===== src/design/pgw_pkg.sv =====
// Shared types, constants and helpers for the four-level page table walker.
// No dependencies; used by every module of the walker except pgw_ram.
package pgw_pkg;

   localparam int TABLE_PAGES_DEFAULT = 16;
   localparam int ENTRIES_PER_TABLE   = 512;
   localparam int SLICE_W             = 9;
   localparam int OFFSET_W            = 12;
   localparam int VA_W                = 48;
   localparam int PA_W                = 52;
   localparam int FRAME_W             = PA_W - OFFSET_W;
   localparam int ENTRY_W             = 64;
   localparam int CSR_DATA_W          = 64;
   localparam int CSR_ADDR_W          = 4;

   localparam logic [OFFSET_W-1:0] FLAG_PRESENT = 12'h001;
   localparam logic [OFFSET_W-1:0] FLAG_WRITE   = 12'h002;
   localparam logic [1:0]          LAST_LEVEL   = 2'd3;
   localparam logic                CSR_POOL_BASE = 1'b0;

   typedef enum logic [1:0] {
      REQ_MAP       = 2'd0,
      REQ_UNMAP     = 2'd1,
      REQ_TRANSLATE = 2'd2
   } req_code_type;

   typedef enum logic [1:0] {
      STATUS_DONE        = 2'd0,
      STATUS_NOT_MAPPED  = 2'd1,
      STATUS_POOL_EMPTY  = 2'd2,
      STATUS_OUTSIDE     = 2'd3
   } status_type;

   typedef enum logic [2:0] {
      ST_CLEAR,
      ST_IDLE,
      ST_READ,
      ST_CHECK,
      ST_PUSH
   } state_type;

   typedef enum logic {
      ADDR_OP_LINK,
      ADDR_OP_DECODE
   } addr_op_type;

   typedef struct packed {
      addr_op_type          op;
      logic [FRAME_W-1:0]   operand;
   } addr_cmd_type;

   typedef struct packed {
      logic [FRAME_W-1:0]   sum;
      logic                 out_of_pool;
   } addr_res_type;

   function automatic logic [SLICE_W-1:0] va_slice(input logic [VA_W-1:0] va,
                                                   input logic [1:0] level);
      logic [SLICE_W-1:0] s;
      unique case (level)
         2'd0: s = va[47:39];
         2'd1: s = va[38:30];
         2'd2: s = va[29:21];
         default: s = va[20:12];
      endcase
      return s;
   endfunction

endpackage


===== src/design/pgw_addr_unit.sv =====
// Shared pool address adder: builds table links and decodes them back to pages.
// Depends on pgw_pkg.
module pgw_addr_unit #(
   parameter int TABLE_PAGES = pgw_pkg::TABLE_PAGES_DEFAULT
) (
   input  logic [pgw_pkg::FRAME_W-1:0] base_frame,
   input  pgw_pkg::addr_cmd_type       cmd,
   output pgw_pkg::addr_res_type       res
);
   import pgw_pkg::*;

   logic [FRAME_W-1:0] sum;

   always_comb begin
      unique case (cmd.op)
         ADDR_OP_LINK:   sum = base_frame + cmd.operand;
         ADDR_OP_DECODE: sum = cmd.operand - base_frame;
         default:        sum = '0;
      endcase
      res.sum         = sum;
      res.out_of_pool = (sum >= FRAME_W'(TABLE_PAGES));
   end

endmodule


===== config.mk =====
export PLATFORM = sky130hd
export DESIGN_NAME = pgw_addr_unit
export DESIGN_NICKNAME = d
export VERILOG_FILES = /design/src/design/pgw_pkg.sv /design/src/design/pgw_addr_unit.sv
export SDC_FILE = /design/constraint.sdc
export NUM_CORES = 1
export LEC_CHECK = 0
export BUFFER_PORTS_ARGS = -buffer_cell sky130_fd_sc_hd__buf_2
export CAP_MARGIN = 10
export CORE_ASPECT_RATIO = 0.5
export CORE_MARGIN = 2
export CORE_UTILIZATION = 53
export DETAILED_ROUTE_END_ITERATION = 10
export PLACE_DENSITY = 0.85
export SYNTH_ARGS = -nofsm -noshare
export SYNTH_HDL_FRONTEND = slang
export SYNTH_SLANG_ARGS = --single-unit

===== constraint.sdc =====
create_clock -name vclk -period 6.16
set_clock_uncertainty 0.2 [all_clocks]
set_input_delay 0.308 -clock vclk [all_inputs]
set_output_delay 0.308 -clock vclk [all_outputs]
set_load 0.05 [all_outputs]

# After elaboration in Yosys (flattened, before gate mapping)
# Cells that the tools add are included.
# totals
out_inout_bits	41
regBits	0
input_bits	81
elab_cells	5
# op_classes
muxes	1
bitwise	1
order_cmp	1
addsub	2
# ops
cell	n
40-bit one-hot mux with 2 select lines	1
40-bit adder	1
40-bit by 5-bit greater-or-equal comparator with 1-bit output (second input constant)	1
40-bit subtractor	1
1-bit inverter	1

# Logic depth before layout (Yosys ltp)
# Gate-level depths: netlist (run 1).
# depth
word_depth	3
mapped_depth	22
ltp_nobuf	21

# Least setup slack after synthesis (run 1)
# OpenSTA, ideal clock, no wires.
# synth_timing
path_kind	in2out
startpoint	input port base_frame[8] (netlist name)
endpoint	output port res[0] (netlist name)
cell_stages	19
arrival_time_ns	5.123
n_path_buf	1
path_slack_ns	0.529
path_cell_list	nor3_1 nand2_1 nor4_1 nand2_1 nor3_1 nand3b_1 nor2_1 nor2_1 xnor2_1 ha_1 clkbuf_1 nand3_1 or3_1 nor3_1 nor3_1 xnor2_1 or3_1 or4_1 or4b_1
# synth_lines
element	line	rtl
from (decl)	pgw_addr_unit.sv:6	input logic [pgw_pkg::FRAME_W-1:0] base_frame,
to (decl)	pgw_addr_unit.sv:8	output pgw_pkg::addr_res_type res

==> metrics.cfg, run 1 <==
[pwr]
p_per_area_nw_per_um2=235
comb_power_share_pct=100.0
pwr-share-seq_pct=0
power.switching_mw=0.657
ir_drop_uv=165
swShare_pct=70.7
internal-power_mw=0.272
power.leakage_nw=1.75
clockPowerShare_pct=0

[setup_path]
slowest_delay_ns=0.54
cp_max_fo=7
critPathKind=input pin to primary output
path_delay_family=simple AND/OR/NAND/NOR gates
required_ns=5.65
worstPathArrival_ns=5.27
cp_slowest_cell=nor4_1
crit_top_cell=a21oi_1
cp-end-kind=primary output
path_buf_inv=2
path_cells=buf_2, nor4_1, nand2_1, nor2_1, nand2_1, nor3_2, a21oi_1, xnor2_1, ha_1, a21oi_1, o211ai_1, a211oi_1, nand3_1, a21oi_1, xnor2_1, or3_1, or4_1, or4b_1, buf_2
start_kind=input pin

[die]
die_h_um=59.9
initial_core_util_pct=54.6
core_area_sq_um=6060
io_pins=122
die_w_um=116
die_area_sq_um=6930
rows=20

[yosys]
synth_top_family_by_area=compound AO/OA/AOI/OAI gates
synthTopCellsByArea=xnor2_1 16%, ha_1 15%, a21oi_1 9.5%
synth_compound_area_share_pct=29.4
syn-instance-count=495
synth_xor_area_share_pct=20.7
synthAdderAreaFrac_pct=15.7
synth.area.mux_share_pct=0.303
syn_area_sq_um=3310
avgSynthCellArea_sq_um=6.68
synthesis.nets=617
synth.largest_area_cell=xnor2_1
ys_types=63
ys_seq_area_share_pct=0
synth.top_cell.area_share_pct=16.4
yosys.area_share.simple_pct=28.7
yosys_warnings=0

[final_layout]
fin_util_pct=65.2
seq_cells=0
regArea_sq_um=0
areaGrowthSynthToFinish_pct=19.3
n_antenna_cell=0
n_clock_buffer=0
fin_nets=724
n_fill_cell=598
multi_input_area_sq_um=3150
post-route-cell-area_sq_um=3950
drive_gt1_share_pct=23.2

[placement]
place_area_sq_um=3930
io_buffers=122
place_congestion=0.945
dp_hpwl_um=8440

[sta]
hold_viol=0
period_minus_slack_ns=5.78
final_max_slew_viol_count=0
holdWs_ns=0.887
setup_viol=0
max_slew.worst_pin.slew_ns=0.683
fin_crit_sh_pct=93.8
slew_headroom_pct=54.1
max_freq_mhz=173

[route]
totalWireLength_um=9750
first_pass_iters=5
vias=3991
ant_nets=0
drtIter0Drc=309
via_per_inst=5.80
post_drt_wl_per_cell_um=14.2
post-route-drc-count=0

[global_routing]
antenna_found_initial=0
grt_pass1_wl_um=15000
grt_max_degree=31
grt_overflow=0
grt_pass1_vias=3407
grt_usage_pct=26.1

[worst_hold_path]
min_path_type=input pin to primary output
worstHoldEndpoint=res[1]
holdCritStartpoint=cmd[0]
whs_path_depth=5

[job]
cap_violations=0

[clocking]
cts_resized=0
cts_hold_buf=0
postCtsSetupBuffers=0

[run_status]
status=completed

stage by stage:
stage	power, mW	setup TNS, ns	cells	setup WS [ns]
2_1_floorplan	0.726	0	495	0.529
3_3_place_gp	0.915	0	688	0.459
3_5_place_dp	0.921	0	688	0.333
4_1_cts	0.925	0	688	0.308
5_1_grt	0.991	-0.0473	688	-0.0473
6_report	0.928	0	688	0.382
synth_stat cells, types with 11 or more instances:
master / n
inv_1: 17
xor2_1: 16
ha_1: 40
nand3_1: 11
nor3_1: 21
nand2_1: 43
a21oi_1: 63
o21ai_0: 20
nor2_1: 52
xnor2_1: 62
a21o_1: 13
kinds of logic after synthesis:
| family | Yosys count |
|---|---|
| AO/OA/AOI/OAI | 155 |
| XOR/XNOR | 78 |
| adder cells (fa/ha/maj) | 41 |
| buffers and inverters | 35 |
| multiplexers | 1 |
| AND/OR/NAND/NOR | 185 |
cells in the final DEF (no fill, tap or decap), types with 16 or more instances in the layout:
master   count
buf_2      122
a21oi_1     63
xnor2_1     62
nor2_1      52
nand2_1     43
ha_1        40
o21ai_0     20
nor3_1      19
inv_1       17
xor2_1      16
power groups by stage:
stage / Combinational (mW) / Clock (mW) / Sequential (mW)
floorplan: 0.726 / 0 / 0
global placement: 0.915 / 0 / 0
detailed placement: 0.921 / 0 / 0
CTS: 0.925 / 0 / 0
global route: 0.991 / 0 / 0
finish: 0.928 / 0 / 0
metal layers:
layer / vias up / GRT usage (%) / wire length [um]
li1: 2035 / - / -
met1: 1792 / 33.6 / 4350
met2: 154 / 50.5 / 4690
met3: 10 / 1.52 / 618
met4: 0 / 2.72 / 95
met5: - / 0 / 0
final cells by class:
cell class,count,area share [%]
multi-input combinational,460,79.9
tap,88,2.79
inverter,17,1.62
timing repair buffer,123,15.7
worst max path at each step:
stage                   from     end  cells after the start
6_report       base_frame[5]  res[0]                     19
5_1_grt        base_frame[8]  res[0]                     20
4_1_cts        base_frame[8]  res[0]                     20
3_5_place_dp   base_frame[8]  res[0]                     20
3_3_place_gp   base_frame[8]  res[0]                     20
2_1_floorplan  base_frame[8]  res[0]                     19
Note: power is estimated with default switching activity, not from simulation.
==> run 2, diff against run 1 <==
ABC_AREA = 1   (was not set)
CORE_UTILIZATION = 57   (was 53)
PLACE_DENSITY = 0.86   (was 0.85)
SKIP_LAST_GASP = 1   (was not set)
==> run 2 against run 1 <==
Die area increased by 25%. Synthesized cell count grew 89%. First-iteration DRC count grew 72%. Maximum frequency is 28% higher. Core utilization is 4.7 points higher. Hold slack improved by 0.011 ns. Via count grew 47%. Cell area is 33% higher. Worst setup slack improved by 1.3 ns. Largest power group unchanged.
==> metrics.cfg, run 2 <==
[run_status]
status=completed

[yosys]
avgSynthCellArea_sq_um=4.81
yosysMostFrequentCell=nand2_1
synthesis.nets=1057
synth_commonest_cells=336 x nand2_1, 215 x inv_1, 101 x nor2_1
syn_area_sq_um=4500
yosys_warnings=0
ys_types=40
synth.largest_area_cell=nand2_1
synth.top_cell.area_share_pct=28.0
synthTopCellsByArea=nand2_1 28%, inv_1 18%, ha_1 11%
syn-instance-count=935
ys_seq_area_share_pct=0

[worst_hold_path]
min_path_type=input pin to primary output

[sta]
fin_setup_tns_ns=0
rsz0062_at_grt=no
slew_headroom_pct=50.7
setup_viol=0
max_freq_mhz=221
hold_viol=0
period_minus_slack_ns=4.52
max_slew.worst_pin.slew_ns=0.738
fin_crit_sh_pct=73.4
final_max_slew_viol_count=0
fin_ws_ns=1.64

[route]
drtIter0Drc=531
totalWireLength_um=13800
post_drt_wl_per_cell_um=11.9
first_pass_iters=6
via_per_inst=5.06
vias=5875
post-route-drc-count=0
ant_nets=0

[placement]
dp_slack_ns=1.74
dp_hpwl_um=12400
place_congestion=0.999
io_buffers=122

[final_layout]
n_antenna_cell=0
n_fill_cell=797
fin_nets=1177
regArea_sq_um=0
drive_gt1_share_pct=14.8
final_common_cell=nand2_1
n_clock_buffer=0
seq_cells=0
areaGrowthSynthToFinish_pct=16.2
final_cell_mix=336 x nand2_1, 215 x inv_1, 122 x buf_2, 101 x nor2_1, 63 x nand3_1
multi_input_area_sq_um=3660

[job]
cap_violations=0

[clocking]
cts_hold_buf=0
cts_resized=0
postCtsSetupBuffers=0

[global_routing]
grt_pass1_wl_um=22700
antenna_found_initial=0
grt_pass1_vias=5082
grt_max_degree=23
grt_overflow=0
grt_usage_pct=32.4

[pwr]
power.leakage_nw=3.40
total_power_mw=0.930
p_per_area_nw_per_um2=178
ir_drop_uv=123

[setup_path]
required_ns=5.65
cp_max_fo=6
start_kind=input pin
critPathKind=input pin to primary output
worstPathArrival_ns=4.01
cp-end-kind=primary output

[die]
core_area_sq_um=7490
rows=22
die_area_sq_um=8670
initial_core_util_pct=60.1
die_h_um=66.8
die_w_um=130
io_pins=122

==> run 2: metrics by stage <==
stage                     utilization [%]  hold WS [ns]  instances  instance area [sq um]
after floorplan                         -         0.707        935                   4500
after global placement               69.9         0.887       1161                   5230
after detailed placement             69.9         0.896       1161                   5230
after CTS                            69.9         0.892       1161                   5230
after global routing                 69.9         0.915       1161                   5230
final                                69.9         0.898       1161                   5230
==> run 2: power breakdown <==
group | total, mW | switching (mW) | leakage [nW] | internal (mW)
combinational | 0.930 | 0.676 | 3.40 | 0.254
sequential | 0 | 0 | 0 | 0
clock | 0 | 0 | 0 | 0
==> run 2: critical path, stage by stage <==
cell and delay, ns:
buf_2 0.12, inv_1 0.09, ha_1 0.18, inv_1 0.06, nor2_2 0.14, nand3_2 0.12
nor2_4 0.14, nand4_2 0.15, nor2_2 0.16, nand2_1 0.10, o31ai_2 0.23, xnor2_1 0.14
inv_1 0.06, ha_1 0.38, nand2_1 0.11, nor2_1 0.20, nand2_1 0.20, nor2_1 0.14
nand2_1 0.13, nand2_1 0.10, nand2_1 0.05, nand2_1 0.10, nand2_1 0.06, nor2_1 0.09
nand2_1 0.07, nor2_1 0.09, nand3_1 0.08, buf_2 0.21
==> run 2: layout make-up <==
class | count | share of cell area (%)
repair buffers | 122 | 11.7
inverters | 220 | 15.8
well taps | 108 | 2.58
multi-input cells | 711 | 70.0
==> run 2: path summary, 6_finish.rpt <==
path	to	cells after the start	slack [ns]	startpoint
worst max-delay path	res[0]	28	1.64	base_frame[1]
worst min-delay path	res[1]	5	0.90	cmd[0]
==> run 2: per-layer routing <==
metal | vias up | share of wire [%] | GRT usage [%]
li1 | 3077 | - | -
met1 | 2526 | 46 | 45.1
met2 | 262 | 43 | 57.3
met3 | 10 | 11 | 2.41
met4 | 0 | 0.47 | 1.75
met5 | - | 0 | 0
==> run 2: kinds of logic (layout without fill, tap and decap cells) <==
logic type	count (synthesis)	after routing	share of synthesized area [%]
AND/OR/NAND/NOR	559	559	52.9
buffers and inverters	224	342	18.7
AO/OA/AOI/OAI	68	68	8.42
XOR/XNOR	43	43	8.37
adder cells (fa/ha/maj)	41	41	11.6
==> run 3, diff against run 2 <==
clock period = 4.2 ns   (was 6.16 ns; I/O delays follow)
==> run 3 against run 2 <==
Core utilization increased by 4.5 points. Sequential cell count unchanged. Hold slack got worse by 0.22 ns. Global-route usage increased by 0.80 points. First-iteration DRC count decreased by 7.5%. Sequential share of layout area unchanged. Count of clock-buffer cells in the layout unchanged. Non-clock buffer count increased by 10. Critical path depth decreased by 4. Largest power group unchanged.
==> metrics.cfg, run 3 (synthesis gave the netlist of run 2 again) <==
[job]
cap_violations=0

[route]
post_drt_wl_per_cell_um=12.4
vias=6059
via_per_inst=5.17
post-route-drc-count=0
drtIter0Drc=491
first_pass_iters=5
ant_nets=0
totalWireLength_um=14600

[sta]
fin_crit_sh_pct=94.3
setup_viol=0
slew_headroom_pct=65.3
hold_viol=0
final_max_slew_viol_count=0
period_minus_slack_ns=3.96
max_slew.worst_pin.slew_ns=0.521
rsz0062_at_grt=yes
max_freq_mhz=252

[final_layout]
final_common_cell=nand2_1
areaGrowthSynthToFinish_pct=23.7
regArea_sq_um=0
seq_cells=0
fin_nets=1187
n_fill_cell=716
final_cell_mix=325 x nand2_1, 212 x inv_1, 119 x buf_2, 89 x nor2_1, 60 x nand3_1
n_clock_buffer=0
n_antenna_cell=0
drive_gt1_share_pct=20.2
fin_cells=1171

[global_routing]
grt_max_degree=20
grt_pass1_vias=5340
grt_overflow=0
grt_usage_pct=33.2
antenna_found_initial=0
grt_pass1_wl_um=23300

[setup_path]
slowest_delay_ns=0.40
required_ns=3.79
path_delay_family=simple AND/OR/NAND/NOR gates
cp_slowest_cell=ha_1
worstPathArrival_ns=3.55
start_kind=input pin
startpoint=base_frame[0]
critPathKind=input pin to primary output
path_buf_inv=5
cp_max_fo=5
cp-end-kind=primary output
crit_top_cell=nor2_4
path_cells=buf_6, inv_4, ha_4, inv_4, nor2_4, nand3_2, nor2_4, nand4_4, nor2_4, nand3_4, nor2_4, a31oi_1, xnor2_1, ha_1, nand2_2, inv_1, nand3_1, or2_2, nand3_1, a21oi_2, xor2_2, nor2_2, nand3_1, buf_6

[pwr]
total_power_mw=1.44
p_per_area_nw_per_um2=258
power.leakage_nw=3.48
ir_drop_uv=212

[placement]
dp.cells=1165
io_buffers=122
place_congestion=1.02
dp_hpwl_um=12500

[die]
die_area_sq_um=8670
die_h_um=66.8
rows=22
io_pins=122
die_w_um=130
core_area_sq_um=7490
initial_core_util_pct=60.1

[worst_hold_path]
holdCritStartpoint=base_frame[0]
min_path_type=input pin to primary output

[run_status]
status=completed

[clocking]
cts_hold_buf=0

[run 3: changes by cell type in the layout (fill, tap and decap cells not counted), sizes merged]
cell | before | now
buf | 122 | 132
[run 3: where the power goes]
part / total [mW] / switching [mW] / internal (mW)
Sequential: 0 / 0 / 0
Clock: 0 / 0 / 0
Combinational: 1.44 / 1.03 / 0.406
[run 3: metal layers]
layer  vias up  GRT usage, %  part of all wire, %
met2       273          59.6                   44
met3        18          3.37                  9.3
met4         0          3.63                 0.98
met5         -             0                    0
met1      2670          44.4                   45
li1       3098             -                    -
[run 3: worst paths after layout]
| check | to | cells after the start | slack, ns |
|---|---|---|---|
| worst max-delay path | res[0] | 24 | 0.24 |
| worst min-delay path | res[1] | 4 | 0.68 |
[run 3: timing repair]
| item | in CTS | in global routing |
|---|---|---|
| resized for setup | 0 | 75 |
| setup buffers | 0 | 6 |
| endpoints found under the setup margin | 0 | 8 |
[run 3: final cells by class]
class / count / area, sq um / area share (%)
repair buffers: 132 / 708 / 12.7
inverters: 220 / 836 / 15.0
well taps: 108 / 135 / 2.43
multi-input cells: 711 / 3890 / 69.8
[run 3: stage by stage]
step | TNS, ns | utilization (%) | area, sq um | hold slack, ns | worst slack, ns
floorplan | 0 | - | 4500 | 0.511 | 0.00818
global placement | 0 | 70.3 | 5260 | 0.691 | 0.106
detailed placement | 0 | 70.3 | 5260 | 0.697 | 0.0490
CTS | 0 | 70.3 | 5260 | 0.706 | 0.0469
global route | -0.0913 | 74.4 | 5570 | 0.701 | -0.0913
finish | 0 | 74.4 | 5570 | 0.683 | 0.239
