File: config.mk
export PLATFORM = sky130hd
export DESIGN_NAME = pgw_seq
export DESIGN_NICKNAME = d
export VERILOG_FILES = /design/src/design/pgw_pkg.sv /design/src/design/pgw_seq.sv
export SDC_FILE = /design/constraint.sdc
export NUM_CORES = 1
export LEC_CHECK = 0
export ABC_AREA = 1
export BUFFER_PORTS_ARGS = -buffer_cell sky130_fd_sc_hd__buf_4
export CAP_MARGIN = 20
export CORE_AREA = 2 2 154 156
export CTS_CLUSTER_DIAMETER = 200
export CTS_CLUSTER_SIZE = 8
export DETAILED_ROUTE_END_ITERATION = 6
export DIE_AREA = 0 0 156 158
export GPL_TIMING_DRIVEN = 0
export MAX_ROUTING_LAYER = met4
export PLACE_DENSITY = 0.74
export SLEW_MARGIN = 20
export SYNTH_ARGS = -nofsm -noshare
export SYNTH_HDL_FRONTEND = slang
export SYNTH_SLANG_ARGS = --single-unit
File: constraint.sdc
create_clock -name clock -period 6.4 [get_ports clock]
set_input_delay 0.64 -clock clock [delete_from_list [all_inputs] [get_ports clock]]
set_output_delay 0.64 -clock clock [all_outputs]
set_load 0.05 [all_outputs]
File: src/design/pgw_pkg.sv
// Shared types, constants and helpers for the four-level page table walker.
// No dependencies; used by every module of the walker except pgw_ram.
package pgw_pkg;

   localparam int TABLE_PAGES_DEFAULT = 16;
   localparam int ENTRIES_PER_TABLE   = 512;
   localparam int SLICE_W             = 9;
   localparam int OFFSET_W            = 12;
   localparam int VA_W                = 48;
   localparam int PA_W                = 52;
   localparam int FRAME_W             = PA_W - OFFSET_W;
   localparam int ENTRY_W             = 64;
   localparam int CSR_DATA_W          = 64;
   localparam int CSR_ADDR_W          = 4;

   localparam logic [OFFSET_W-1:0] FLAG_PRESENT = 12'h001;
   localparam logic [OFFSET_W-1:0] FLAG_WRITE   = 12'h002;
   localparam logic [1:0]          LAST_LEVEL   = 2'd3;
   localparam logic                CSR_POOL_BASE = 1'b0;

   typedef enum logic [1:0] {
      REQ_MAP       = 2'd0,
      REQ_UNMAP     = 2'd1,
      REQ_TRANSLATE = 2'd2
   } req_code_type;

   typedef enum logic [1:0] {
      STATUS_DONE        = 2'd0,
      STATUS_NOT_MAPPED  = 2'd1,
      STATUS_POOL_EMPTY  = 2'd2,
      STATUS_OUTSIDE     = 2'd3
   } status_type;

   typedef enum logic [2:0] {
      ST_CLEAR,
      ST_IDLE,
      ST_READ,
      ST_CHECK,
      ST_PUSH
   } state_type;

   typedef enum logic {
      ADDR_OP_LINK,
      ADDR_OP_DECODE
   } addr_op_type;

   typedef struct packed {
      addr_op_type          op;
      logic [FRAME_W-1:0]   operand;
   } addr_cmd_type;

   typedef struct packed {
      logic [FRAME_W-1:0]   sum;
      logic                 out_of_pool;
   } addr_res_type;

   function automatic logic [SLICE_W-1:0] va_slice(input logic [VA_W-1:0] va,
                                                   input logic [1:0] level);
      logic [SLICE_W-1:0] s;
      unique case (level)
         2'd0: s = va[47:39];
         2'd1: s = va[38:30];
         2'd2: s = va[29:21];
         default: s = va[20:12];
      endcase
      return s;
   endfunction

endpackage

File: src/design/pgw_seq.sv
// Walk sequencer: clearing pass, four-level walk, allocation and result register.
// Depends on pgw_pkg; drives the table RAM and the shared address unit.
module pgw_seq #(
   parameter int TABLE_PAGES = pgw_pkg::TABLE_PAGES_DEFAULT,
   parameter int PAGE_W      = $clog2(TABLE_PAGES),
   parameter int ADDR_W      = PAGE_W + pgw_pkg::SLICE_W
) (
   input  logic                          clock,
   input  logic                          reset,
   input  logic                          rebuild,
   input  logic                          req_valid,
   output logic                          req_ready,
   input  logic [1:0]                    req_type,
   input  logic [pgw_pkg::VA_W-1:0]      req_virt_addr,
   input  logic [pgw_pkg::PA_W-1:0]      req_phys_frame,
   input  logic [pgw_pkg::OFFSET_W-1:0]  req_entry_flags,
   output logic                          rsp_valid,
   input  logic                          rsp_ready,
   output logic [pgw_pkg::PA_W-1:0]      rsp_phys_addr,
   output logic                          rsp_hit,
   output logic [1:0]                    rsp_status,
   output logic                          ram_we,
   output logic                          ram_re,
   output logic [ADDR_W-1:0]             ram_addr,
   output logic [pgw_pkg::ENTRY_W-1:0]   ram_wdata,
   input  logic [pgw_pkg::ENTRY_W-1:0]   ram_rdata,
   output pgw_pkg::addr_cmd_type         addr_cmd,
   input  pgw_pkg::addr_res_type         addr_res
);
   import pgw_pkg::*;

   localparam int CNT_W = $clog2(TABLE_PAGES + 1);
   localparam int DEPTH = TABLE_PAGES * ENTRIES_PER_TABLE;

   state_type            state_ff, state_in;
   logic [1:0]           level_ff, level_in;
   logic [PAGE_W-1:0]    page_ff, page_in;
   logic [CNT_W-1:0]     nfp_ff, nfp_in;
   logic [ADDR_W-1:0]    clr_ff, clr_in;
   logic [1:0]           type_ff, type_in;
   logic [VA_W-1:0]      va_ff, va_in;
   logic [FRAME_W-1:0]   frame_ff, frame_in;
   logic [OFFSET_W-1:0]  flags_ff, flags_in;
   logic [PA_W-1:0]      res_phys_ff, res_phys_in;
   logic                 res_hit_ff, res_hit_in;
   status_type           res_status_ff, res_status_in;
   logic                 rsp_valid_ff, rsp_valid_in;
   logic [PA_W-1:0]      rsp_phys_ff, rsp_phys_in;
   logic                 rsp_hit_ff, rsp_hit_in;
   logic [1:0]           rsp_status_ff, rsp_status_in;
   logic                 present;

   always_ff @(posedge clock) begin
      if (reset) begin
         state_ff     <= ST_CLEAR;
         level_ff     <= '0;
         page_ff      <= '0;
         nfp_ff       <= CNT_W'(2);
         clr_ff       <= ADDR_W'(DEPTH - 1);
         rsp_valid_ff <= 1'b0;
      end else begin
         state_ff     <= state_in;
         level_ff     <= level_in;
         page_ff      <= page_in;
         nfp_ff       <= nfp_in;
         clr_ff       <= clr_in;
         rsp_valid_ff <= rsp_valid_in;
      end
   end

   always_ff @(posedge clock) begin
      type_ff       <= type_in;
      va_ff         <= va_in;
      frame_ff      <= frame_in;
      flags_ff      <= flags_in;
      res_phys_ff   <= res_phys_in;
      res_hit_ff    <= res_hit_in;
      res_status_ff <= res_status_in;
      rsp_phys_ff   <= rsp_phys_in;
      rsp_hit_ff    <= rsp_hit_in;
      rsp_status_ff <= rsp_status_in;
   end

   assign present = ram_rdata[0];

   always_comb begin
      state_in      = state_ff;
      level_in      = level_ff;
      page_in       = page_ff;
      nfp_in        = nfp_ff;
      clr_in        = clr_ff;
      type_in       = type_ff;
      va_in         = va_ff;
      frame_in      = frame_ff;
      flags_in      = flags_ff;
      res_phys_in   = res_phys_ff;
      res_hit_in    = res_hit_ff;
      res_status_in = res_status_ff;
      rsp_valid_in  = rsp_valid_ff && !rsp_ready;
      rsp_phys_in   = rsp_phys_ff;
      rsp_hit_in    = rsp_hit_ff;
      rsp_status_in = rsp_status_ff;
      req_ready     = 1'b0;
      ram_we        = 1'b0;
      ram_re        = 1'b0;
      ram_addr      = {page_ff, va_slice(va_ff, level_ff)};
      ram_wdata     = '0;
      addr_cmd.op      = ADDR_OP_DECODE;
      addr_cmd.operand = ram_rdata[PA_W-1:OFFSET_W];

      unique case (state_ff)
         ST_CLEAR: begin
            ram_we           = 1'b1;
            ram_addr         = clr_ff;
            addr_cmd.op      = ADDR_OP_LINK;
            addr_cmd.operand = FRAME_W'(1);
            if (clr_ff == '0) begin
               ram_wdata = {12'b0, addr_res.sum, FLAG_PRESENT | FLAG_WRITE};
               state_in  = ST_IDLE;
            end
            clr_in = clr_ff - ADDR_W'(1);
         end
         ST_IDLE: begin
            req_ready = 1'b1;
            if (req_valid) begin
               type_in       = req_type;
               va_in         = req_virt_addr;
               frame_in      = req_phys_frame[PA_W-1:OFFSET_W];
               flags_in      = req_entry_flags;
               level_in      = '0;
               page_in       = '0;
               res_phys_in   = '0;
               res_hit_in    = 1'b0;
               res_status_in = STATUS_DONE;
               if (req_type == REQ_MAP || req_type == REQ_UNMAP ||
                   req_type == REQ_TRANSLATE) begin
                  state_in = ST_READ;
               end else begin
                  state_in = ST_PUSH;
               end
            end
         end
         ST_READ: begin
            ram_re   = 1'b1;
            state_in = ST_CHECK;
         end
         ST_CHECK: begin
            state_in = ST_PUSH;
            if (level_ff != LAST_LEVEL) begin
               if (!present) begin
                  if (type_ff != REQ_MAP) begin
                     res_status_in = STATUS_NOT_MAPPED;
                  end else if (nfp_ff >= CNT_W'(TABLE_PAGES)) begin
                     res_status_in = STATUS_POOL_EMPTY;
                  end else begin
                     addr_cmd.op      = ADDR_OP_LINK;
                     addr_cmd.operand = FRAME_W'(nfp_ff);
                     ram_we    = 1'b1;
                     ram_wdata = {12'b0, addr_res.sum, FLAG_PRESENT | FLAG_WRITE};
                     nfp_in    = nfp_ff + CNT_W'(1);
                     page_in   = nfp_ff[PAGE_W-1:0];
                     level_in  = level_ff + 2'd1;
                     state_in  = ST_READ;
                  end
               end else if (addr_res.out_of_pool) begin
                  res_status_in = STATUS_OUTSIDE;
               end else begin
                  page_in  = addr_res.sum[PAGE_W-1:0];
                  level_in = level_ff + 2'd1;
                  state_in = ST_READ;
               end
            end else begin
               unique case (type_ff)
                  REQ_MAP: begin
                     ram_we    = 1'b1;
                     ram_wdata = {12'b0, frame_ff, flags_ff | FLAG_PRESENT};
                  end
                  REQ_UNMAP: begin
                     ram_we = 1'b1;
                     if (!present) begin
                        res_status_in = STATUS_NOT_MAPPED;
                     end
                  end
                  REQ_TRANSLATE: begin
                     if (present) begin
                        res_phys_in = {ram_rdata[PA_W-1:OFFSET_W], va_ff[OFFSET_W-1:0]};
                        res_hit_in  = 1'b1;
                     end else begin
                        res_status_in = STATUS_NOT_MAPPED;
                     end
                  end
                  default: begin
                  end
               endcase
            end
         end
         ST_PUSH: begin
            if (!rsp_valid_ff || rsp_ready) begin
               rsp_valid_in  = 1'b1;
               rsp_phys_in   = res_phys_ff;
               rsp_hit_in    = res_hit_ff;
               rsp_status_in = res_status_ff;
               state_in      = ST_IDLE;
            end
         end
         default: begin
            state_in = ST_CLEAR;
         end
      endcase

      if (rebuild) begin
         state_in = ST_CLEAR;
         clr_in   = ADDR_W'(DEPTH - 1);
         nfp_in   = CNT_W'(2);
      end
   end

   assign rsp_valid     = rsp_valid_ff;
   assign rsp_phys_addr = rsp_phys_ff;
   assign rsp_hit       = rsp_hit_ff;
   assign rsp_status    = rsp_status_ff;

   a_pool_bound: assert property (@(posedge clock) disable iff (reset)
      nfp_ff <= CNT_W'(TABLE_PAGES))
      else $error("Free page counter ran past the pool.");

   a_pool_step: assert property (@(posedge clock) disable iff (reset)
      (nfp_ff != $past(nfp_ff)) |->
         (nfp_ff == $past(nfp_ff) + CNT_W'(1)) || (nfp_ff == CNT_W'(2)))
      else $error("Free page counter moved by more than one page.");

   a_busy_after_accept: assert property (@(posedge clock) disable iff (reset)
      (req_valid && req_ready && !rebuild) |=> !req_ready)
      else $error("A second request was taken while a walk was in flight.");

   a_rsp_source: assert property (@(posedge clock) disable iff (reset)
      (rsp_valid && !$past(rsp_valid && !rsp_ready)) |-> ($past(state_ff) == ST_PUSH))
      else $error("A result transfer appeared outside the push step.");

endmodule

Word-level counts from Yosys, hierarchy flattened
Cells that the tools add are included.
- register bits: 240
- word-level logic and storage cells: 137
- output and inout port bits: 177
- input port bits: 224
- $add $sub $neg: 3
- $lt $le $gt $ge: 1
- equality and inequality tests: 25
- reduce and logical (&&, ||, !) cells: 23
- muxes and demuxes: 66
- bitwise logic cells: 3
- operators with widths (cell ; count):
    two-way mux 52 bit ; 9
    two-way mux 41 bit ; 4
    case mux 64 bit (2 select lines) ; 1
    case mux 52 bit (2 select lines) ; 1
    case mux 41 bit (2 select lines) ; 1
    two-way mux 64 bit ; 1
    two-way mux 3 bit ; 9
    case mux 9 bit (3 select lines) ; 1
    two-way mux 2 bit ; 13
    two-way mux 4 bit ; 6
    inequality test 3 bit (second input constant) ; 6
    inequality test 2 bit (second input constant) ; 8
    case mux 3 bit (5 select lines) ; 1
    logical NOT 13 bit ; 1
    two-way mux 1 bit ; 13
    two-way mux 13 bit ; 1
    subtractor 13 x 1 -> 13 bit (second input constant) ; 1
    AND reduction 6 bit ; 2
    AND reduction 5 bit ; 2
    case mux 2 bit (2 select lines) ; 2
    case mux 4 bit (2 select lines) ; 1
    equality test 2 x 1 -> 1 bit (second input constant) ; 3
    equality test 2 bit (second input constant) ; 3
    equality test 3 x 2 -> 1 bit (second input constant) ; 2
    other kinds (17) ; 29

Depth between registers and ports, before layout
Gate-level depths: netlist (run 1).
- word-level depth: 6
- gate-level depth with buffers: 11
- gate-level depth less buffers: 9

Worst setup path before layout (run 1)
Ideal clock, no wire load.
- kind: register to register
- start point: register level_ff[0]
- end point: register res_hit_ff (enable)
- setup slack: 870 ps
- arrival time: 4987 ps
- stages on the path, launching flop included: 6
- clock period less this slack: 5530 ps
- data required time: 5857 ps
- path buffers: 2
- setup time: 543 ps
- path through: dfxtp_1 > ha_1 > buf_2 > clkbuf_1 > a21oi_1 > a211oi_1
- word-level cells in the longest chain between the ends: 3
- RTL lines (item ; line ; source):
    start, declared ; pgw_seq.sv:36 ; logic [1:0] level_ff, level_in;
    start signal, assigned ; pgw_seq.sv:63 ; level_ff <= level_in;
    inequality test 2 bit ; pgw_seq.sv:149 ; if (level_ff != LAST_LEVEL) begin
    inequality test 2 bit (no source line) ; - ;
    AND reduction 5 bit (no source line) ; - ;
    end signal, assigned ; pgw_seq.sv:77 ; res_hit_ff <= res_hit_in;
    end, declared ; pgw_seq.sv:45 ; logic res_hit_ff, res_hit_in;
No other way between the ends.
A chain may end at the register's enable or synchronous reset.

Worst setup path in the final report (run 1)
- start point: register clr_ff[1]
- end point: output ram_wdata[19] (netlist name)
- word-level cells in the longest chain between the ends: 3
- RTL lines (item ; line ; source):
    start, declared ; pgw_seq.sv:39 ; logic [ADDR_W-1:0] clr_ff, clr_in;
    start signal, assigned ; pgw_seq.sv:59 ; clr_ff <= ADDR_W'(DEPTH - 1);
    start signal, assigned ; pgw_seq.sv:66 ; clr_ff <= clr_in;
    logical NOT 13 bit ; pgw_seq.sv:117 ; if (clr_ff == '0) begin
    two-way mux 52 bit ; pgw_seq.sv:117 ;
    case mux 64 bit (2 select lines) ; pgw_seq.sv:111 ; unique case (state_ff)
    end, declared ; pgw_seq.sv:25 ; output logic [pgw_pkg::ENTRY_W-1:0] ram_wdata,
No other way between the ends.

==> flow_summary.ini, run 1 <==
[yosys]
synth.area.top_cells = edfxtp_1 62%, nand2_1 6.1%, dfxtp_1 5.5%
synthesis.instances = 946
synthMostInstantiatedCell = edfxtp_1
synth.cells.most_frequent = 211 x edfxtp_1, 166 x nand2_1, 146 x nor2_1
syn_avg_cell_area_sq_um = 10.7
synth.top_cell.area_share = 0.624
synth_area_leader_cell = edfxtp_1
ys_ff_latch = 239
yosysUniqueCellTypes = 35
ys_warn_count = 0
ys.flop_type = edfxtp_1
postSynth.asyncResetShare = 0
synth_edf_count = 211
synth.cell_area_sq_um = 10100
seq_area_frac_synth = 0.679

[global_routing]
antenna_found_initial = 0
grt_usage = 0.228
grt_pass1_wl_um = 41800
grt_overflow = 0
grt_max_degree = 31
grt_pass1_vias = 8015

[setup_path]
rr_endpoint = res_phys_ff[25]
startpoint_type = flip-flop
reg2reg_depth = 7
path_class = reg2out
cp.arrival_ns = 2.77
crit_fanout = 10
worst-r2r-setup-slack_ns = 3.41
endpoint_kind = output pin
critPathRequiredTime_ns = 5.76
rr_startpoint = level_ff[0]

[detailed_routing]
route.detailed.drc = 0
vias = 8200
wl_per_cell_um = 17.1
via_per_inst = 4.92
wirelength_um = 28400
antenna_left = 0
drt-initial-drc-count = 486
dr.pass1.iters = 5

[clocking]
cts-root-buf = clkbuf_16
clock_latency_ns = 0.50
cts_buffers = 35
ctsLongestPathBuffers = 3
cts_tree = yes
cts-htree-levels = 2
post-cts-setup-buffers = 0
cts.clk_slew.worst_paths_ns = 0.05
cts_hold_buf = 0
cts_sinks = 239
cts_resized = 0

[placement]
dp_hpwl_um = 21500
numPortBuffers = 352
gp_congestion = 0.858

[timing]
rsz0062_at_grt = no
hold_viol_final = 0
final_max_slew_viol_count = 0
finalCriticalPeriod_ns = 3.41
setup-violations-final = 0
finalSetupTns_ns = 0
slew_headroom = 0.513
clock.fmax_mhz = 293
worst_pin_slew_ns = 0.729
fin_worst_skew_ns = 0.0198
period_share = 0.533

[cells_and_area]
num_antenna_cells = 0
final_util = 0.625
areaGrowthSynthToFinish_pct = 41.9
final_nets = 1588
fillCellCount = 1882
drive_gt1_frac = 0.338

[min_path]
hold_path_end = va_ff[29]
min-delay-start = req_virt_addr[29]
whs_path_depth = 1
holdCritPathClass = in2reg

[run_status]
status = finished clean

[floorplanning]
die_width_um = 156
die-area_sq_um = 24600
core-area_sq_um = 23100
start_util = 0.440
ios = 401
core.rowCount = 56
die_h_um = 158

[run]
drv_cap = 0

[pwr]
p_per_area_nw_per_um2 = 243
peakVddDrop_mv = 0.212
power.leakage_nw = 6.28
finalPower_mw = 3.50
## worst max-delay path by stage
stage	to	slack, ns	startpoint
after floorplan	res_hit_ff	0.87	level_ff[0]
after global placement	res_phys_ff[30]	-1.26	level_ff[0]
after detailed placement	res_phys_ff[51]	3.42	level_ff[0]
after CTS	ram_wdata[19]	2.95	clr_ff[1]
after global routing	ram_wdata[13]	2.85	level_ff[0]
final	ram_wdata[19]	2.99	clr_ff[1]
## where the power goes
| part | total [mW] | internal, mW | leakage, nW | switching (mW) |
|---|---|---|---|---|
| sequential | 1.69 | 1.69 | 2.15 | 0.000381 |
| combinational | 0.144 | 0.0831 | 3.65 | 0.0611 |
| clock | 1.67 | 1.04 | 0.479 | 0.637 |
## cell usage in the layout, fill, tap and decap left out, types with 2 or more instances in the layout
master / synthesis / final
buf_4: 15 / 367
edfxtp_1: 211 / 211
nand2_1: 166 / 166
nor2_1: 146 / 145
inv_1: 106 / 106
nand3_1: 96 / 96
o21ai_0: 44 / 44
clkbuf_16: 0 / 36
clkbuf_1: 14 / 34
dfxtp_1: 28 / 28
a21oi_1: 24 / 23
buf_2: 16 / 16
nand2_2: 13 / 13
conb_1: 1 / 12
o211ai_1: 11 / 11
ha_1: 9 / 9
buf_6: 4 / 7
nor2_2: 5 / 5
o31ai_1: 5 / 5
o21ai_1: 5 / 5
buf_12: 1 / 4
nor3_1: 4 / 4
o22ai_1: 3 / 3
nand4_1: 3 / 3
buf_16: 0 / 3
inv_2: 2 / 2
buf_1: 2 / 2
nor2_4: 1 / 2
nand3_2: 2 / 2
a22oi_1: 2 / 2
## kinds of logic after synthesis
| kind of cell | share of synthesized area |
|---|---|
| compound gates | 0.0519 |
| xor+xnor | 0.000863 |
| fa+ha+maj | 0.0111 |
| buf+inv | 0.0722 |
| flops | 0.679 |
| other cells | 0.000369 |
| simple gates | 0.184 |
## worst max-delay path, cell delays in order (launching register included)
cell     delay, ns
dfxtp_1       0.30
inv_1         0.12
ha_1          0.35
inv_1         0.12
nor3_4        0.26
nand3_2       0.14
buf_2         0.23
o21ai_0       0.44
buf_4         0.29
## cell type report
class                   instances  area [sq um]  area share
plain buffers                  53           323      0.0224
clock buffers                  56           976      0.0677
multi-input cells             556          2590       0.180
repair buffers                361          2820       0.196
inverters                     109           410      0.0285
flip-flops and latches        239          6900       0.479
clock inverters                 2          25.0     0.00174
well taps                     290           363      0.0252
## flip-flops by register name, summed over array words and instances, names as in the netlist, 3 cells and up
| signal | flops |
|---|---|
| clr_ff | 13 |
| frame_ff | 40 |
| state_ff | 3 |
| nfp_ff | 5 |
| rsp_phys_addr | 52 |
| page_ff | 4 |
| res_phys_ff | 52 |
| va_ff | 48 |
| flags_ff | 11 |
## per-stage QoR
step	area (sq um)	hold WS (ns)	setup slack, ns	std cells
3_3_place_gp	13200	0.401	-1.26	1599
3_5_place_dp	13400	0.405	3.42	1608
5_1_grt	14400	0.297	2.85	1666
4_1_cts	14400	0.300	2.95	1666
6_report	14400	0.310	2.99	1666
2_1_floorplan	10200	0.400	0.870	957
## layer usage
layer,up-vias,routed length (um),GRT usage
li1,3978,-,-
met1,3802,10800,0.255
met2,383,14700,0.406
met3,37,2430,0.0600
met4,0,537,0.0629
met5,-,0,-
(Power assumes the default switching activity.)
==> inputs of run 2 (changes only) <==
--- a/config.mk
+++ b/config.mk
@@ -8,14 +8,14 @@
 export ABC_AREA = 1
 export BUFFER_PORTS_ARGS = -buffer_cell sky130_fd_sc_hd__buf_4
 export CAP_MARGIN = 20
-export CORE_AREA = 2 2 154 156
+export CORE_AREA = 2 2 155 157
 export CTS_CLUSTER_DIAMETER = 200
 export CTS_CLUSTER_SIZE = 8
 export DETAILED_ROUTE_END_ITERATION = 6
-export DIE_AREA = 0 0 156 158
+export DIE_AREA = 0 0 157 159
 export GPL_TIMING_DRIVEN = 0
 export MAX_ROUTING_LAYER = met4
-export PLACE_DENSITY = 0.74
+export PLACE_DENSITY = 0.76
 export SLEW_MARGIN = 20
 export SYNTH_ARGS = -nofsm -noshare
 export SYNTH_HDL_FRONTEND = slang
==> constraint.sdc (replaced) <==
create_clock -name clock -period 3.11 [get_ports clock]
set_input_delay 0.311 -clock clock [delete_from_list [all_inputs] [get_ports clock]]
set_output_delay 0.311 -clock clock [all_outputs]
set_load 0.05 [all_outputs]
==> run 2 against run 1 <==
  * Clock-buffer cell count down 1
  * Combinational power rose to 2.9 times the previous value
  * Final cell count up 7.9%
  * Hold slack worse by 0.28 ns
  * Sequential power up 110%
  * Critical endpoint is now ram_wdata[23]
  * Largest power group unchanged
  * Via count up 9.3%
  * Sequential cell count unchanged
==> flow_summary.ini, run 2 (same netlist as run 1, synthesis figures left out) <==
[cells_and_area]
layout_common_cells = 368 x buf_4, 211 x edfxtp_1, 166 x nand2_1
instances_no_fill = 1798
final_nets = 1689
areaGrowthSynthToFinish_pct = 52.5
drive_gt1_frac = 0.317
final_area_sq_um = 15500
mostFrequentLayoutCell = buf_4

[detailed_routing]
wl_per_cell_um = 17.6
dr.pass1.iters = 6
antenna_left = 0
route.detailed.drc = 0
drt-initial-drc-count = 591
via_per_inst = 4.98
vias = 8963
wirelength_um = 31700

[run_status]
status = finished clean

[pwr]
peakVddDrop_mv = 0.393
combPwrFrac = 0.057
p_seq_frac = 0.474
clkPwrFrac = 0.469
power_switching_mw = 1.47
power.leakage_nw = 6.70
swShare = 0.201
intPower_mw = 5.85
p_per_area_nw_per_um2 = 473

[timing]
worst_pin_slew_ns = 0.607
clock.fmax_mhz = 344
fin_worst_skew_ns = 0.0209
final_max_slew_viol_count = 0
period_share = 0.935
hold_viol_final = 0
slew_headroom = 0.595
rsz0062_at_grt = no
finalWorstSetupSlack_ns = 0.204
setup-violations-final = 0
finalCriticalPeriod_ns = 2.91

[placement]
placement.cell_area_sq_um = 13500
dp_worst_setup_slack_ns = 0.0153
dp.cells = 1637
numPortBuffers = 352
dp_hpwl_um = 21400
gp_congestion = 0.833

[floorplanning]
ios = 401
die_width_um = 157
start_util = 0.438
core.rowCount = 56
die_h_um = 159
die-area_sq_um = 25000
core-area_sq_um = 23200

[run]
drv_cap = 0

[clocking]
cts-root-buf = clkbuf_16
clock_latency_ns = 0.50
cts_tree = yes
cts-htree-levels = 2
cts_sinks = 239
ctsLongestPathBuffers = 3
cts_buffers = 35
cts.clk_slew.worst_paths_ns = 0.05

[global_routing]
grt_usage = 0.257
grt_pass1_wl_um = 48000
grt_pass1_vias = 8924
grt_overflow = 0
grt_max_degree = 28
antenna_found_initial = 3

[setup_path]
crit_top_cell = nand2_1
rr_endpoint = res_phys_ff[50]
rr_startpoint = state_ff[0]
crit_slowest_cell = dfxtp_1
path_class = reg2out
endpoint_kind = output pin
cp.arrival_ns = 2.60
slowest_delay_ns = 0.35
worst-r2r-setup-slack_ns = 0.49
critPathRequiredTime_ns = 2.80
cp_cell_sequence = ha_1, buf_2, clkinv_2, nand2_1, nor2_2, nand2_1, nor2_2, buf_6, buf_6, nand2_1, nand3_1, buf_4
startpoint_type = flip-flop
reg2reg_depth = 9
crit_fanout = 10

[min_path]
hold_path_end = frame_ff[26]
whs_path_depth = 1
min-delay-start = req_phys_frame[38]
holdCritPathClass = in2reg
## run 2: timing repair
action | in CTS | in global routing
endpoints found under the setup margin | 11 | 12
hold buffers | 101 | 0
endpoints found under the hold margin | 101 | 0
pin swaps | 1 | 0
buffers inserted | 1 | 0
gates resized for setup | 0 | 6
## run 2: power by group through the flow
stage	clock (mW)	sequential [mW]	combinational [mW]
floorplan	0	3.53	0.0861
finish	3.44	3.47	0.415
CTS	3.48	3.47	0.404
global placement	0	3.53	0.294
global route	3.63	3.47	0.443
detailed placement	0	3.53	0.299
## run 2: worst max-delay path by stage
stage / start / to / slack (ns) / cells after the start
6_report: level_ff[0] / ram_wdata[23] / 0.20 / 12
4_1_cts: type_ff[1] / ram_wdata[8] / 0.16 / 10
3_3_place_gp: level_ff[0] / res_phys_ff[6] / -1.90 / 5
2_1_floorplan: level_ff[0] / res_hit_ff / -0.58 / 5
5_1_grt: level_ff[0] / ram_wdata[23] / 0.006 / 12
3_5_place_dp: level_ff[0] / res_phys_ff[6] / 0.02 / 8
## run 2: cell type report
cell class	count	area, sq um
clock inverter	2	25.0
multi-input combinational	556	2590
sequential	239	6900
fill	1643	7710
buffer	52	324
timing repair buffer	463	3850
antenna	3	7.51
clock buffer	55	972
inverter	109	410
tap	319	399
## run 2: per-stage QoR
| step | setup TNS, ns | power, mW | util | hold WS, ns |
|---|---|---|---|---|
| 2_1_floorplan | -88.81 | 3.62 | - | 0.380 |
| 3_3_place_gp | -276.69 | 3.83 | 0.571 | 0.400 |
| 3_5_place_dp | 0 | 3.83 | 0.580 | 0.405 |
| 4_1_cts | 0 | 7.36 | 0.667 | 0.00807 |
| 5_1_grt | 0 | 7.54 | 0.667 | 0.00460 |
| 6_report | 0 | 7.32 | 0.667 | 0.0293 |
## run 2: worst max-delay path: cells and delay by family, from the launching register on
family / cells / cell delay [ns]
simple gates: 6 / 0.69
flops: 1 / 0.35
buf+inv: 5 / 0.84
fa+ha+maj: 1 / 0.20
## run 2: per-layer routing
| metal | part of all wire | routed length, um | global-route usage |
|---|---|---|---|
| met5 | 0 | 0 | - |
| met4 | 0.036 | 1130 | 0.104 |
| met3 | 0.097 | 3060 | 0.0705 |
| met2 | 0.51 | 16100 | 0.445 |
| met1 | 0.36 | 11400 | 0.276 |
